## config.mk

```make
export PLATFORM = sky130hd
export DESIGN_NAME = csrm_front
export DESIGN_NICKNAME = d
export VERILOG_FILES = /design/src/camera_sensor_register_map_assert.svh /design/src/csrm_pkg.sv /design/src/csrm_front.sv
export SDC_FILE = /design/constraint.sdc
export NUM_CORES = 1
export LEC_CHECK = 0
export CAP_MARGIN = 20
export CORE_ASPECT_RATIO = 1.4
export CORE_MARGIN = 4
export CORE_UTILIZATION = 40
export DETAILED_ROUTE_END_ITERATION = 8
export DONT_BUFFER_PORTS = 1
export PLACE_DENSITY = 0.66
export SYNTH_ARGS = -nofsm -noshare
export SYNTH_HDL_FRONTEND = slang
export SYNTH_SLANG_ARGS = --single-unit
```

## constraint.sdc

```tcl
create_clock -name vclk -period 3.55
set_clock_uncertainty 0.15 [all_clocks]
set_input_delay 0.1775 -clock vclk [all_inputs]
set_output_delay 0.1775 -clock vclk [all_outputs]
set_load 0.01 [all_outputs]
```

## src/camera_sensor_register_map_assert.svh

```systemverilog
// assertion macros for the register map modules, included by the back end
`ifndef CAMERA_SENSOR_REGISTER_MAP_ASSERT_SVH
`define CAMERA_SENSOR_REGISTER_MAP_ASSERT_SVH
`ifndef ASSERT_OFF
`define CSRM_ASSERT_IMP(label, clk, rst_n, ante, cons) \
  label: assert property (@(posedge clk) disable iff (!rst_n) (ante) |-> (cons)) \
    else $error("csrm assertion failed");
`define CSRM_ASSERT_NXT(label, clk, rst_n, ante, cons) \
  label: assert property (@(posedge clk) disable iff (!rst_n) (ante) |=> (cons)) \
    else $error("csrm assertion failed");
`else
`define CSRM_ASSERT_IMP(label, clk, rst_n, ante, cons)
`define CSRM_ASSERT_NXT(label, clk, rst_n, ante, cons)
`endif
`endif

```

## src/csrm_pkg.sv

```systemverilog
`timescale 1ns / 1ps
package csrm_pkg;

  localparam int MEM_BYTES = 16384;
  localparam int MEM_AW = $clog2(MEM_BYTES);

  localparam logic [6:0] SENSOR_DEV = 7'h1A;
  localparam logic [15:0] ADDR_MODE = 16'h3000;
  localparam logic [15:0] ADDR_MDSEL = 16'h3004;
  localparam logic [15:0] ADDR_DEPTH = 16'h306B;
  localparam logic [15:0] ADDR_VCUT = 16'h30E2;
  localparam logic [7:0] DEPTH_12BIT = 8'h07;
  localparam logic [7:0] MDSEL_HALF = 8'd2;
  localparam logic [7:0] MDSEL_THIRD = 8'd3;

  localparam int WIDTH_MAX = 3840;
  localparam logic [11:0] WIDTH_FULL = 12'(WIDTH_MAX);
  localparam logic [11:0] WIDTH_HALF = 12'(WIDTH_MAX / 2);
  localparam logic [11:0] WIDTH_THIRD = 12'(WIDTH_MAX / 3);
  localparam logic [11:0] HEIGHT_FULL = 12'd2160;
  localparam int DIV_BITS = 12;
  localparam logic [3:0] BITS_10 = 4'd10;
  localparam logic [3:0] BITS_12 = 4'd12;
  localparam int META_BASE = 175;
  localparam int META_EXTRA = 35;
  localparam logic [7:0] META_10 = 8'(((META_BASE + 7) / 8) * 8);
  localparam logic [7:0] META_12 = 8'(((META_BASE + META_EXTRA + 7) / 8) * 8);

  typedef enum logic [1:0] {
    FN_WRITE,
    FN_READ,
    FN_SHORT,
    FN_UNUSED
  } func_t;

  typedef enum logic [1:0] {
    ST_OK,
    ST_BAD_ADDR,
    ST_WR_FAIL,
    ST_RD_FAIL
  } status_t;

  typedef enum logic [1:0] {
    OP_NONE,
    OP_WRITE,
    OP_READ
  } op_t;

  typedef struct packed {
    op_t               op;
    logic              access;
    status_t           status;
    logic [MEM_AW-1:0] addr;
    logic [7:0]        wdata;
  } req_t;

  typedef struct packed {
    logic [7:0] mdsel;
    logic [7:0] depth;
    logic [7:0] vcut;
  } geom_cfg_t;

  typedef struct packed {
    logic [11:0] width;
    logic [11:0] height;
    logic [3:0]  bits;
    logic [12:0] line_bytes;
    logic [16:0] image_start;
    logic [23:0] frame_length;
  } geom_t;

  typedef enum logic [1:0] {
    B_CLEAR,
    B_IDLE,
    B_MEM
  } back_state_t;

  typedef enum logic [2:0] {
    G_IDLE,
    G_DIV,
    G_MUL1,
    G_MUL2,
    G_SUM
  } geom_state_t;

endpackage

```

## src/csrm_front.sv

```systemverilog
`timescale 1ns / 1ps
module csrm_front (
  input  logic            in_tvalid,
  output logic            in_tready,
  input  logic [63:0]     in_tdata,
  input  logic [1:0]      in_tuser,
  input  logic            run_en,
  input  logic            q_full,
  output logic            push,
  output csrm_pkg::req_t  push_req
);
  import csrm_pkg::*;

  logic [6:0]  device_address;
  logic [15:0] register_address;
  logic [14:0] byte_count;
  logic [13:0] byte_index;
  logic [7:0]  write_data;
  func_t       fn;
  logic [17:0] wr_end;
  logic [17:0] rd_end;
  logic [16:0] addr;
  logic        in_range;

  assign device_address   = in_tdata[6:0];
  assign register_address = in_tdata[22:7];
  assign byte_count       = in_tdata[37:23];
  assign byte_index       = in_tdata[51:38];
  assign write_data       = in_tdata[59:52];
  assign fn               = func_t'(in_tuser);

  assign in_tready = run_en && !q_full;
  assign push      = in_tvalid && in_tready;

  assign wr_end   = 18'(register_address) + 18'(byte_count) + 18'd2;
  assign rd_end   = 18'(register_address) + 18'(byte_count);
  assign addr     = 17'(register_address) + 17'(byte_index);
  assign in_range = (15'(byte_index) < byte_count) && (18'(addr) < 18'(MEM_BYTES));

  always_comb begin
    push_req.op     = OP_NONE;
    push_req.access = 1'b0;
    push_req.status = ST_OK;
    push_req.addr   = addr[MEM_AW-1:0];
    push_req.wdata  = write_data;
    case (fn)
      FN_WRITE: begin
        if (device_address == SENSOR_DEV) begin
          if (wr_end > 18'(MEM_BYTES)) begin
            push_req.status = ST_WR_FAIL;
          end else begin
            push_req.op     = OP_WRITE;
            push_req.access = in_range;
          end
        end
      end
      FN_READ: begin
        if (device_address == SENSOR_DEV) begin
          if (rd_end > 18'(MEM_BYTES)) begin
            push_req.status = ST_RD_FAIL;
          end else begin
            push_req.op     = OP_READ;
            push_req.access = in_range;
          end
        end
      end
      // short transaction and the unused code both report a bad address
      default: begin
        push_req.status = ST_BAD_ADDR;
      end
    endcase
  end

endmodule

```

==> flow_metrics.py, run 1 <==
metrics = {
    "routing": {
        "ant_nets": 0,
        "finalWirelength_um": 6033,
        "dr.first_iter.drc_count": 80,
        "drt-pass1-iter-count": 4,
        "vias": 2395,
        "wl_per_cell_um": 15.04,
        "viasPerCell": 5.973,
        "drc_errors": 0,
    },
    "global_routing": {
        "grt_pass1_wl_um": 10030,
        "grt_util_met1_pct": 19.32,
        "grt_max_degree": 10,
        "grt_antenna_before_repair": 0,
        "grt_overflow": 0,
        "met3_usage_pct": 2.143,
        "busiest_layer": "met2",
        "use_met2_pct": 30.11,
        "grt.total_usage_pct": 15.99,
        "first_global_vias": 2425,
    },
    "floorplanning": {
        "die_y_um": 98.45,
        "core-area_um2": 5605,
        "rows": 32,
        "num_io_pins": 98,
        "initial_utilization_pct": 41.70,
        "die_width_um": 72.61,
        "die_area_um2": 7148,
    },
    "critical_path": {
        "endpoint_kind": "output port",
        "crit_type": "in -> out",
        "max_stage_delay_ns": 0.39,
        "cp_cell_sequence": "ha_1 > a21oi_2 > o22ai_1 > nor2_4 > buf_4 > nand4_1 > a211oi_4 > o21ai_0 > nor4bb_2 > mux2_2 > and3_4 > o211a_1",
        "worstPathMaxFanout": 8,
        "required_ns": 3.22,
        "startpoint_type": "primary input",
        "crit_start": "in_tdata[11]",
        "arrival_ns": 3.13,
        "slowest_stage": "ha_1",
    },
    "min_path": {
        "hp-start": "in_tdata[52]",
        "hold_path.class": "in -> out",
    },
    "yosys": {
        "avgSynthCellArea_um2": 7.192,
        "syn_nets": 440,
        "synth_top_family_by_area": "compound AO/OA/AOI/OAI gates",
        "synth_most_common_cell": "ha_1",
        "synth-compound-area-share_pct": 32.87,
        "synth_top_area_share_pct": 23.55,
        "netlist_area_um2": 2337,
        "synth_mux_area_share_pct": 0.9101,
        "synth.area.top_cells": "ha_1 24%, a21oi_1 4.9%, nor2_1 4.8%, inv_1 4.5%, a21o_1 4.2%",
        "synth_cells": 325,
        "synthAdderAreaFrac_pct": 25.27,
        "yosys_warnings": 0,
        "ys_types": 62,
        "yosysSeqAreaShare_pct": 0,
        "yosysTopAreaCell": "ha_1",
        "synth_xor_area_share_pct": 7.709,
        "synth_common_cells": "44 x ha_1, 30 x nor2_1, 28 x inv_1",
        "synth-simple-area-share_pct": 24.68,
    },
    "status": {
        "status": "finished clean",
    },
    "timing": {
        "maxSlewViolCount": 0,
        "whs_ns": 0.2050,
        "finalHoldViolCount": 0,
        "relSlewSlack_pct": 64.86,
        "fin_setup_tns_ns": 0,
        "setup_ws_ns": 0.09485,
        "period_share_pct": 97.33,
        "setup_viol": 0,
        "fmax_ghz": 0.2894,
        "final.min_clock_period_ns": 3.455,
        "tightest_slew_ns": 0.5252,
    },
    "placement": {
        "dp_hpwl_um": 5182,
        "port_buffers": 0,
        "post-place-ws_ns": -0.1078,
        "place.gp.congestion": 0.8674,
        "placed_cell_area_um2": 2470,
    },
    "power_and_ir_drop": {
        "vdd_drop_max_mv": 0.08955,
        "p_per_area_nw_per_um2": 192.8,
        "p_leak_nw": 1.225,
    },
    "finish": {
        "antennaDiodeCount": 0,
        "register_area_um2": 0,
        "nFillCells": 566,
        "final_area_um2": 2670,
        "final_nets": 450,
        "drive_gt1_share_pct": 17.72,
        "design.seq.count": 0,
        "syn_to_final_growth_pct": 14.24,
        "num-clock-buffers": 0,
    },
    "run": {
        "maxCapViolations": 0,
    },
}
path summary, 6_finish.rpt:
| kind | depth (start not counted) | slack, ns | to |
|---|---|---|---|
| worst min-delay path | 0 | 0.21 | push_req[0] |
| worst max-delay path | 12 | 0.09 | push_req[24] |
stage by stage:
stage	utilization, %	power, mW	std cells
final	47.63	0.5149	401
after global routing	47.63	0.5750	401
after CTS	44.69	0.4671	399
after detailed placement	44.06	0.4548	398
after global placement	44.06	0.4471	398
after floorplan	-	0.3675	325
repair_timing:
item | 4_1_cts | 5_1_grt
hold buffers | 0 | 0
setup buffers | 1 | 2
gates cloned | 0 | 0
pin swaps | 1 | 15
resized for setup | 6 | 30
endpoints found under the setup margin | 2 | 5
layer usage:
metal	vias to the layer above	wire, um
met2	89	3098
met3	8	486
met5	-	0
li1	1226	-
met4	0	85
met1	1072	2362
final cells by class:
cell class	count	area, um^2	share of cell area, %
repair buffers	22	165.2	6.186
multi-input cells	283	2315	86.69
well taps	68	85.08	3.187
inverters	28	105.1	3.936
kinds of logic after synthesis:
logic type               Yosys count
AND/OR/NAND/NOR                  106
multiplexers                       2
XOR/XNOR                          19
adder cells (fa/ha/maj)           46
AO/OA/AOI/OAI                    110
buffers and inverters             42
worst max-delay path: cells and delay by family:
family	cells	cell delay, ns
mux	1	0.38
compound gates	5	1.24
simple gates	4	0.80
buf+inv	1	0.15
fa+ha+maj	1	0.39
where the power goes:
group	switching [mW]	internal [mW]
registers	0	0
logic	0.287	0.228
clock network	0	0
total	0.287	0.228
cells in the final DEF, fill, tap and decap left out, drive strengths merged, types with 2 or more instances in the layout:
cell     netlist  final
xnor2         10     10
o31ai          2      2
o211ai         6      6
nor2          30     30
buf           14     22
o22ai          3      3
a21oi         25     25
nor3           5      5
inv           28     28
nand4b         2      2
xor2           8      8
a211oi         5      5
o21ai         19     19
a2111oi        4      4
a31oi          4      4
nand2         19     19
or3            5      5
a211o          2      2
o21bai         4      4
ha            44     44
o211a          2      2
nand2b         7      7
o2111ai        2      2
o21a           8      8
nor4b          4      4
nand4          5      5
nor2b          4      4
nand3          8      8
or4            3      3
nor4bb         2      2
a21o          13     13
or2            3      3
fa             2      2
and3           2      2
and2           3      3
No activity file was read; power rests on OpenSTA's default activity.
==> run 2: changes to the inputs <==
CORE_UTILIZATION = 56   (was 40)
PLACE_DENSITY = 0.83   (was 0.66)
clock period = 3.2 ns   (was 3.55 ns; I/O delays follow)
==> run 2 against run 1 <==
The run now ends with setup timing left. Sequential share of layout area unchanged. Utilization up 24 points. Total power rose by 24%. Largest cell class unchanged. Critical path depth unchanged. First-iteration DRC count is 71% higher. Highest routed layer unchanged.
==> flow_metrics.py, run 2 (synthesis results as in run 1) <==
metrics = {
    "status": {
        "status": "finished, violations left",
        "violations": "setup timing",
    },
    "power_and_ir_drop": {
        "p_leak_nw": 1.344,
        "vdd_drop_max_mv": 0.1347,
        "p_per_area_nw_per_um2": 224.1,
    },
    "routing": {
        "drt-pass1-iter-count": 4,
        "viasPerCell": 6.546,
        "drc_errors": 0,
        "dr.first_iter.drc_count": 137,
        "vias": 2612,
        "wl_per_cell_um": 16.78,
        "finalWirelength_um": 6696,
        "ant_nets": 0,
    },
    "floorplanning": {
        "initial_utilization_pct": 58.63,
        "core-area_um2": 3986,
        "die_width_um": 62.60,
        "die_y_um": 84.44,
        "num_io_pins": 98,
        "rows": 27,
        "die_area_um2": 5286,
    },
    "global_routing": {
        "grt_antenna_before_repair": 0,
        "grt_overflow": 0,
        "first_global_vias": 2711,
        "met3_usage_pct": 4.284,
        "grt_util_met1_pct": 24.64,
        "use_met2_pct": 48.54,
        "grt.total_usage_pct": 24.08,
        "grt_max_degree": 8,
        "grt_pass1_wl_um": 11160,
        "busiest_layer": "met2",
    },
    "timing": {
        "setup_ws_ns": -0.1169,
        "period_share_pct": 103.7,
        "final.min_clock_period_ns": 3.317,
        "rsz0062_at_grt": "yes",
        "tightest_slew_ns": 0.4552,
        "relSlewSlack_pct": 69.44,
        "setup_viol": 2,
        "maxSlewViolCount": 0,
        "finalHoldViolCount": 0,
        "fmax_ghz": 0.3015,
    },
    "placement": {
        "dp_hpwl_um": 5392,
        "placed_cell_area_um2": 2619,
        "post-place-ws_ns": -0.1747,
        "placed_cells": 393,
        "place.gp.congestion": 0.8811,
        "port_buffers": 0,
    },
    "critical_path": {
        "startpoint_type": "primary input",
        "arrival_ns": 3.01,
        "required_ns": 2.89,
        "crit_type": "in -> out",
        "endpoint_kind": "output port",
        "worstPathMaxFanout": 3,
    },
    "finish": {
        "final_area_um2": 2844,
        "fin_cells": 399,
        "drive_gt1_share_pct": 25.28,
        "register_area_um2": 0,
        "antennaDiodeCount": 0,
        "mostFrequentLayoutCell": "buf_4",
        "syn_to_final_growth_pct": 21.68,
        "layout_common_cells": "45 x buf_4, 40 x ha_1, 27 x nor2_1",
        "design.seq.count": 0,
        "num-clock-buffers": 0,
        "final_nets": 473,
    },
    "run": {
        "maxCapViolations": 0,
    },
    "clocking": {
        "cts_hold_buf": 0,
    },
    "min_path": {
        "hold_path.class": "in -> out",
    },
}
-- run 2: changes by cell type in the layout (fill, tap and decap cells not counted), sizes merged --
cell,previous run,this run
buf,22,45
-- run 2: layout make-up --
type	instances	area (um^2)
Timing Repair Buffer	45	337.8
Inverter	28	105.1
Multi-Input combinational cell	283	2347
Fill cell	314	1142
Tap cell	43	53.80
-- run 2: worst max-delay path, cell delays in order --
cell and delay, ns:
ha_4 0.25, a211oi_4 0.07, buf_4 0.14, o311ai_2 0.32, a31oi_1 0.19, a311o_1 0.42, nor3_4 0.20, o211ai_2 0.14
or4_1 0.47, a22o_1 0.22, and3_4 0.17, o211a_1 0.24
-- run 2: final timing paths --
kind	depth (start not counted)	start	slack, ns	end
hold / removal	0	in_tdata[55]	0.17	push_req[3]
setup / recovery	12	in_tdata[24]	-0.12	push_req[24]
-- run 2: what timing repair did --
action / 4_1_cts / 5_1_grt
setup buffers: 3 / 3
endpoints found under the setup margin: 3 / 5
pin swaps: 14 / 13
gates resized for setup: 16 / 17
-- run 2: where the power goes --
group | internal (mW) | switching, mW | total (mW)
Sequential | 0 | 0 | 0
Combinational | 0.293 | 0.345 | 0.637
Clock | 0 | 0 | 0
Total | 0.293 | 0.345 | 0.637
-- run 2: stage by stage --
stage	power, mW	setup TNS (ns)	hold WS (ns)	util [%]
3_3_place_gp	0.5425	-0.09814	0.1701	65.69
3_5_place_dp	0.5595	-0.3534	0.1701	65.69
4_1_cts	0.5924	-0.07023	0.1701	68.58
5_1_grt	0.7046	-0.6471	0.1700	71.34
6_report	0.6373	-0.1289	0.1700	71.34
2_1_floorplan	0.4181	0	0.2210	-
-- run 2: routing by layer --
metal	share of wire, %	vias up
met4	2.5	0
met2	55	112
met5	0	-
met1	36	1212
met3	6.8	19
li1	-	1269
