==> config.mk <==
export PLATFORM = sky130hd
export DESIGN_NAME = csrm_queue
export DESIGN_NICKNAME = d
export VERILOG_FILES = /design/src/camera_sensor_register_map_assert.svh /design/src/csrm_pkg.sv /design/src/csrm_queue.sv
export SDC_FILE = /design/constraint.sdc
export NUM_CORES = 1
export LEC_CHECK = 0
export BUFFER_PORTS_ARGS = -buffer_cell sky130_fd_sc_hd__buf_4
export CAP_MARGIN = 20
export CORE_ASPECT_RATIO = 1.5
export CORE_UTILIZATION = 50
export DETAILED_ROUTE_END_ITERATION = 10
export GPL_TIMING_DRIVEN = 0
export PLACE_DENSITY = 0.81
export SLEW_MARGIN = 20
export SYNTH_ARGS = -nofsm -noshare
export SYNTH_HDL_FRONTEND = slang
export SYNTH_SLANG_ARGS = --single-unit
==> constraint.sdc <==
create_clock -name clk -period 4.6 [get_ports clk]
set_input_delay 0.46 -clock clk [delete_from_list [all_inputs] [get_ports clk]]
set_output_delay 0.46 -clock clk [all_outputs]
set_load 0.02 [all_outputs]
==> src/camera_sensor_register_map_assert.svh <==
// assertion macros for the register map modules, included by the back end
`ifndef CAMERA_SENSOR_REGISTER_MAP_ASSERT_SVH
`define CAMERA_SENSOR_REGISTER_MAP_ASSERT_SVH
`ifndef ASSERT_OFF
`define CSRM_ASSERT_IMP(label, clk, rst_n, ante, cons) \
  label: assert property (@(posedge clk) disable iff (!rst_n) (ante) |-> (cons)) \
    else $error("csrm assertion failed");
`define CSRM_ASSERT_NXT(label, clk, rst_n, ante, cons) \
  label: assert property (@(posedge clk) disable iff (!rst_n) (ante) |=> (cons)) \
    else $error("csrm assertion failed");
`else
`define CSRM_ASSERT_IMP(label, clk, rst_n, ante, cons)
`define CSRM_ASSERT_NXT(label, clk, rst_n, ante, cons)
`endif
`endif

==> src/csrm_pkg.sv <==
`timescale 1ns / 1ps
package csrm_pkg;

  localparam int MEM_BYTES = 16384;
  localparam int MEM_AW = $clog2(MEM_BYTES);

  localparam logic [6:0] SENSOR_DEV = 7'h1A;
  localparam logic [15:0] ADDR_MODE = 16'h3000;
  localparam logic [15:0] ADDR_MDSEL = 16'h3004;
  localparam logic [15:0] ADDR_DEPTH = 16'h306B;
  localparam logic [15:0] ADDR_VCUT = 16'h30E2;
  localparam logic [7:0] DEPTH_12BIT = 8'h07;
  localparam logic [7:0] MDSEL_HALF = 8'd2;
  localparam logic [7:0] MDSEL_THIRD = 8'd3;

  localparam int WIDTH_MAX = 3840;
  localparam logic [11:0] WIDTH_FULL = 12'(WIDTH_MAX);
  localparam logic [11:0] WIDTH_HALF = 12'(WIDTH_MAX / 2);
  localparam logic [11:0] WIDTH_THIRD = 12'(WIDTH_MAX / 3);
  localparam logic [11:0] HEIGHT_FULL = 12'd2160;
  localparam int DIV_BITS = 12;
  localparam logic [3:0] BITS_10 = 4'd10;
  localparam logic [3:0] BITS_12 = 4'd12;
  localparam int META_BASE = 175;
  localparam int META_EXTRA = 35;
  localparam logic [7:0] META_10 = 8'(((META_BASE + 7) / 8) * 8);
  localparam logic [7:0] META_12 = 8'(((META_BASE + META_EXTRA + 7) / 8) * 8);

  typedef enum logic [1:0] {
    FN_WRITE,
    FN_READ,
    FN_SHORT,
    FN_UNUSED
  } func_t;

  typedef enum logic [1:0] {
    ST_OK,
    ST_BAD_ADDR,
    ST_WR_FAIL,
    ST_RD_FAIL
  } status_t;

  typedef enum logic [1:0] {
    OP_NONE,
    OP_WRITE,
    OP_READ
  } op_t;

  typedef struct packed {
    op_t               op;
    logic              access;
    status_t           status;
    logic [MEM_AW-1:0] addr;
    logic [7:0]        wdata;
  } req_t;

  typedef struct packed {
    logic [7:0] mdsel;
    logic [7:0] depth;
    logic [7:0] vcut;
  } geom_cfg_t;

  typedef struct packed {
    logic [11:0] width;
    logic [11:0] height;
    logic [3:0]  bits;
    logic [12:0] line_bytes;
    logic [16:0] image_start;
    logic [23:0] frame_length;
  } geom_t;

  typedef enum logic [1:0] {
    B_CLEAR,
    B_IDLE,
    B_MEM
  } back_state_t;

  typedef enum logic [2:0] {
    G_IDLE,
    G_DIV,
    G_MUL1,
    G_MUL2,
    G_SUM
  } geom_state_t;

endpackage

==> src/csrm_queue.sv <==
`timescale 1ns / 1ps
module csrm_queue (
  input  logic           clk,
  input  logic           rst_n,
  input  logic           push,
  input  csrm_pkg::req_t push_req,
  input  logic           pop,
  output csrm_pkg::req_t head,
  output logic           full,
  output logic           empty
);
  import csrm_pkg::*;

  req_t       slot_r [2];
  logic       wr_ptr_r;
  logic       wr_ptr_nxt;
  logic       rd_ptr_r;
  logic       rd_ptr_nxt;
  logic [1:0] count_r;
  logic [1:0] count_nxt;

  assign head  = slot_r[rd_ptr_r];
  assign full  = (count_r == 2'd2);
  assign empty = (count_r == 2'd0);

  always_comb begin
    wr_ptr_nxt = push ? !wr_ptr_r : wr_ptr_r;
    rd_ptr_nxt = pop ? !rd_ptr_r : rd_ptr_r;
    count_nxt  = count_r;
    if (push && !pop) begin
      count_nxt = count_r + 2'd1;
    end else if (pop && !push) begin
      count_nxt = count_r - 2'd1;
    end
  end

  always_ff @(posedge clk) begin
    if (!rst_n) begin
      wr_ptr_r <= 1'b0;
      rd_ptr_r <= 1'b0;
      count_r  <= 2'd0;
    end else begin
      wr_ptr_r <= wr_ptr_nxt;
      rd_ptr_r <= rd_ptr_nxt;
      count_r  <= count_nxt;
    end
  end

  always_ff @(posedge clk) begin
    if (push) begin
      slot_r[wr_ptr_r] <= push_req;
    end
  end

endmodule

==> impl_metrics.ini, run 1 <==
[run_status]
status = complete, no violations

[hold_path]
hp-start = push_req[11]
min_to = slot_r[1][11]
hold_path_class = primary input to register
min_path_cells = 1

[yosys]
ys_seq_area_share_pct = 79.5
synth_area_per_cell_um2 = 20.4
syn_nets = 138
syn_area_mm2 = 0.00216
yosysWarnings = 0
synth-seq-cells = 59
synthCells = 106
ys_types = 17

[critical_path]
startpoint_type = register
crit_buf_inv = 3
cp_cell_sequence = buf_2, buf_4, mux2_2, buf_4
criticalPathCategory = register to output port
r2r_cells = 1
cp_data_arrival_time_ns = 1.59
reg2reg_to = slot_r[0][17]
crit_path_frequent_cell = buf_4
crit_family = buffers and inverters
cp_max_fo = 10
worstSetupEndpointType = output port
crit_path_max_incr_delay_ns = 0.36
reg2reg_from = wr_ptr_r
timing.reg2reg.setup_slack_ns = 3.23
critPathRequiredTime_ns = 4.14
crit_slowest_cell = mux2_2

[drt]
first_pass_iters = 4
wl_per_cell_um = 16.1
routed_wl_um = 3630
via_per_inst = 5.08
drt_first_iter_violations = 30
vias = 1148
route.detailed.drc = 0
ant_nets = 0

[final_layout]
diodes = 0
seqCellArea_mm2 = 0.00172
n_fill_cell = 284
fin_cells = 226
final_area_mm2 = 0.00283
drive_gt1_share_pct = 57.5
fin_nets = 208
final_core_util_pct = 70.2
syn_to_final_growth_pct = 30.6
multi_input_area_um2 = 428

[global_route]
grt_pass1_vias = 1177
antenna_found_initial = 0
overflow = 0
grt_usage_pct = 17.2
grt_max_degree = 29
grt_first_pass_wirelength_um = 5380

[clock_network]
holdBufCountCts = 0
cts.root.buffer_cell = clkbuf_8
clk_latency_ns = 0.32
cts.reportedPaths.clkPinSlew_ns = 0.06
clockBufferDepth = 2
htreeDepth = 3
cts_tree = built
cts_made_buffers = 9
clock_sinks = 59
cts_resized = 0
cts_setup_buffers = 0

[pwr]
seqPwrFrac_pct = 53.8
combPwrFrac_pct = 14.6
p_switching_uw = 272
power_density_mw_per_mm2 = 414
p_int_uw = 897
max-vdd-ir-drop_v = 0.000316
leakage_uw = 0.00109
pwr-share-clk_pct = 31.7
swShare_pct = 23.2

[timing]
report.final.hold_viol_count = 0
holdWs_ns = 0.319
fin_skew_ns = 0.00524
timing.setup.tns_ns = 0
fmax_mhz = 488
slew_viol_final = 0
max_slew.worst_pin.slew_ns = 0.808
rsz0062_at_grt = no
post-route-period-util_pct = 44.5
slew_headroom_pct = 46.0
finalCriticalPeriod_ns = 2.05
setup_viol = 0

[floorplanning]
die_h_um = 82.6
start_util_pct = 53.7
dieArea_mm2 = 0.00460
rows = 28
core_mm2 = 0.00403
ios = 60
die_w_um = 55.7

[placement]
placed_area_mm2 = 0.00267
gp_congestion = 0.654
placed_cells = 210
dp_hpwl_um = 2420
port_buffers = 59

[run]
maxCapViolCount = 0
==> final cells by class <==
cell class | instances | share of cell area (%)
clock inverters | 3 | 0.531
well taps | 45 | 1.99
inverters | 1 | 0.133
multi-input cells | 43 | 15.1
clock buffers | 13 | 4.91
flip-flops and latches | 59 | 60.9
repair buffers | 59 | 15.7
plain buffers | 3 | 0.708
==> Yosys cell counts <==
cell,count,share of area [%]
a21boi_1,1,0.35
and2_1,4,1.2
and2b_2,1,0.40
buf_2,1,0.23
buf_4,2,0.69
dfxtp_1,5,4.6
edfxtp_1,54,75
ha_1,1,0.58
inv_1,1,0.17
mux2_2,27,14
nor2_1,1,0.17
nor2b_1,2,0.58
o21a_1,1,0.35
o21ai_0,1,0.23
or3_1,1,0.29
xnor2_1,1,0.40
xor2_1,2,0.81
==> power by group through the flow <==
stage / logic [uW] / registers, uW / clock network [uW]
2_1_floorplan: 97.2 / 636 / 0
3_3_place_gp: 167 / 637 / 0
3_5_place_dp: 173 / 640 / 0
4_1_cts: 174 / 629 / 383
5_1_grt: 182 / 630 / 409
6_report: 171 / 628 / 370
==> through the flow <==
stage / power, uW / setup WS [ns]
after floorplan: 733 / 2.46
after global placement: 804 / 1.81
after detailed placement: 813 / 2.87
after CTS: 1190 / 2.51
after global routing: 1220 / 2.45
final: 1170 / 2.55
==> worst max-delay path by stage <==
stage / endpoint / slack [ns] / depth (start not counted)
final: head[12] / 2.55 / 4
after global routing: head[2] / 2.45 / 4
after CTS: head[15] / 2.51 / 4
after detailed placement: head[15] / 2.87 / 4
after global placement: slot_r[0][22] / 1.81 / 2
after floorplan: slot_r[0][0] / 2.46 / 1
==> state kept, by name, summed over array words and instances, names as in the netlist, named ones only <==
register  flops
count_r       2
wr_ptr_r      1
rd_ptr_r      1
slot_r       54
==> cells in the final DEF (no fill, tap or decap), drive strengths merged <==
cell,Yosys,layout
a21boi,1,1
and2,4,4
and2b,1,1
buf,3,62
clkbuf,0,13
clkinv,0,3
dfxtp,5,5
edfxtp,54,54
ha,1,1
inv,1,1
mux2,27,27
nor2,1,1
nor2b,2,2
o21a,1,1
o21ai,1,1
or3,1,1
xnor2,1,1
xor2,2,2
==> kinds of logic (layout without fill, tap and decap cells) <==
group	Yosys count	in the layout	share of synthesized area [%]
and+or+nand+nor	9	9	2.60
buffers and inverters	4	79	1.10
DFF	59	59	79.5
xor gates and xnor gates	3	3	1.21
adders and majority gates	1	1	0.578
AOI/OAI and AO/OA	3	3	0.925
muxes	27	27	14.0
==> metal layers <==
metal  routed length, um  part of all wire [%]  track usage, %
met4                  32                  0.88            9.75
met2                2080                    57            29.3
met1                1340                    37            16.9
met3                 184                   5.1            9.03
met5                   0                     0               0
Note: power is estimated with default switching activity, not from simulation.
==> run 2, diff against run 1 <==
Settings changed: ABC_AREA set to 1, PLACE_DENSITY 0.81 to 0.8.
Clock period 4.6 ns to 2.1 ns, I/O delays scaled along.
==> run 2 against run 1 <==
  * The flow now finishes with violations (design-rule violations)
  * Global-route usage increased by 0.16 points
  * Register-to-register slack worse by 2.5 ns
  * Clock power grew to 2.5 times the previous value
  * Clock skew grew 0.0036 ns
  * Die area increased by 5.2%
  * Flip-flop and latch count did not move
  * Largest cell class unchanged
  * Largest power group unchanged
==> impl_metrics.ini, run 2 <==
[timing]
setup_slack_ns = 0.476
setup_viol = 0
post-route-period-util_pct = 77.3
slew_viol_final = 0
fmax_mhz = 616
fin_skew_ns = 0.00883
report.final.hold_viol_count = 0
rsz0062_at_grt = no
max_slew.worst_pin.slew_ns = 0.781
finalCriticalPeriod_ns = 1.62
slew_headroom_pct = 47.8

[drt]
wl_per_cell_um = 16.0
ant_nets = 0
met3WireLength_um = 200
routed.top_layer = met4
first_pass_iters = 7
via_per_inst = 5.09
drt_first_iter_violations = 30
route.detailed.drc = 12
vias = 1226
route.met2.wl_um = 2250
wl_met1_um = 1340
routed_wl_um = 3860

[critical_path]
crit_path_max_incr_delay_ns = 0.32
timing.reg2reg.setup_slack_ns = 0.74
cp_cell_sequence = buf_6, buf_12, mux2_4, buf_4
cp_data_arrival_time_ns = 1.41
worstSetupEndpointType = output port
reg2reg_from = wr_ptr_r
crit_slowest_cell = dfxtp_1
cp_max_fo = 10
reg2reg_to = slot_r[0][18]
startpoint_type = register
r2r_cells = 1
criticalPathCategory = register to output port
critPathRequiredTime_ns = 1.89

[final_layout]
drive_gt1_share_pct = 52.3
final_common_cell = buf_4
largest_reg_flops = 54
layout_common_cells = 59 x buf_4, 54 x edfxtp_1, 20 x mux2_4, 9 x clkbuf_8
final_core_util_pct = 69.3
syn_to_final_growth_pct = 31.3
diodes = 0
reg.largest.list = slot_r (54), count_r (2)
top_register = slot_r
fin_nets = 222

[floorplanning]
dieArea_mm2 = 0.00484
core_mm2 = 0.00432
die_h_um = 84.7
rows = 29
ios = 60
start_util_pct = 52.8
die_w_um = 57.1

[yosys]
yosysTopAreaCellShare_pct = 71.1
synth.most_common_cell = edfxtp_1
synth-seq-cells = 59
synth_area_per_cell_um2 = 19.2
synthCells = 119
syn_nets = 151
yosys.area_share.simple_pct = 3.29
synth-main-ff-cell = edfxtp_1
syn_area_mm2 = 0.00228
synth_edf_count = 54
yosys.area_share.xor_xnor_pct = 0
synth_area_leaders = edfxtp_1 71%, mux2_4 13%, dfxtp_1 4.4%
synth_fa_ha_area_share_pct = 0.549
yosysWarnings = 0
synth.area.mux_share_pct = 16.6
async_flop_share_pct = 0
synth_compound_area_share_pct = 0.439
synthTopCellsByCount = 54 x edfxtp_1, 20 x mux2_4, 9 x nor2_1
ys_types = 14
yosys.area.top_type = edfxtp_1
ys_seq_area_share_pct = 75.5
synth_top_family_by_area = multiplexers

[global_route]
overflow = 0
grt_first_pass_wirelength_um = 5930
antenna_found_initial = 0
grt_max_degree = 28
grt_usage_pct = 17.4
grt_pass1_vias = 1292

[clock_network]
cts_resized = 0
cts.reportedPaths.clkPinSlew_ns = 0.06
cts.root.buffer_cell = clkbuf_8
clk_latency_ns = 0.32
clock_sinks = 59
cts_made_buffers = 9
htreeDepth = 3
holdBufCountCts = 0
cts_setup_buffers = 0
clockBufferDepth = 2
cts_tree = built

[placement]
dp_hpwl_um = 2730
pre_cts_ws_ns = 0.391
port_buffers = 59
gp_congestion = 0.682

[pwr]
power_density_mw_per_mm2 = 897
swShare_pct = 22.0
combPwrFrac_pct = 14.2
pwr-share-clk_pct = 34.5
p_switching_uw = 591
leakage_uw = 0.00123
p_int_uw = 2090
seqPwrFrac_pct = 51.3
max-vdd-ir-drop_v = 0.000489
power_uw = 2690

[hold_path]
hold_path_class = primary input to register
hp-start = push_req[0]
min_path_cells = 1
min_to = slot_r[1][0]

[run_status]
violations = design-rule violations
status = finished with violations

[run]
maxCapViolCount = 0
## run 2: cell types whose count changed after synthesis, sizes merged, moves of 2 or more
cell / change
and2: -4
nor2b: -2
xor2: -2
inv: +7
nor2: +8
nand2: +8
## run 2: layer usage
| metal | vias to the layer above | global-route usage (%) |
|---|---|---|
| met5 | - | 0 |
| met3 | 8 | 5.08 |
| li1 | 583 | - |
| met2 | 36 | 31.3 |
| met1 | 599 | 16.5 |
| met4 | 0 | 11.5 |
## run 2: kinds of logic (layout without fill, tap and decap cells)
logic type | count (synthesis) | count (layout)
compound gates | 2 | 2
fa+ha+maj | 1 | 1
buf+inv | 11 | 87
flops | 59 | 59
mux | 27 | 27
simple gates | 19 | 19
## run 2: stage by stage
stage                     std cells  hold slack, ns  area, um2  TNS, ns
after floorplan                 119           0.309       2280        0
after global placement          224           0.396       2780    -7.64
after detailed placement        224           0.398       2790        0
after CTS                       240          0.0519       2970        0
after global routing            241          0.0538       2990        0
final                           241          0.0699       2990        0
## run 2: cell type report
cell class	count	area, um2
Fill cell	295	1330
Clock inverter	3	38.8
Tap cell	46	57.6
Inverter	8	30.0
Buffer	3	51.3
Sequential cell	59	1720
Timing Repair Buffer	60	470
Clock buffer	13	139
Multi-Input combinational cell	49	484
## run 2: power by group through the flow
| stage | Clock [uW] | Sequential [uW] | Combinational (uW) |
|---|---|---|---|
| 4_1_cts | 955 | 1380 | 379 |
| 2_1_floorplan | 0 | 1390 | 222 |
| 3_5_place_dp | 0 | 1400 | 379 |
| 3_3_place_gp | 0 | 1400 | 360 |
| 6_report | 927 | 1380 | 382 |
| 5_1_grt | 1000 | 1380 | 402 |
## run 2: worst max-delay path by stage
stage,from,end,slack (ns),depth (start not counted)
floorplan,wr_ptr_r,slot_r[0][0],0.22,1
global placement,push,slot_r[0][10],-0.28,3
detailed placement,wr_ptr_r,slot_r[1][9],0.39,2
CTS,wr_ptr_r,slot_r[1][23],0.39,2
global route,register,head[21],0.42,4
finish,register,head[13],0.48,4
## run 2: critical path: cells and delay by family (launching register included)
kind | cells | cell delay (ns)
multiplexers | 1 | 0.30
buffers and inverters | 3 | 0.48
flip-flops | 1 | 0.32
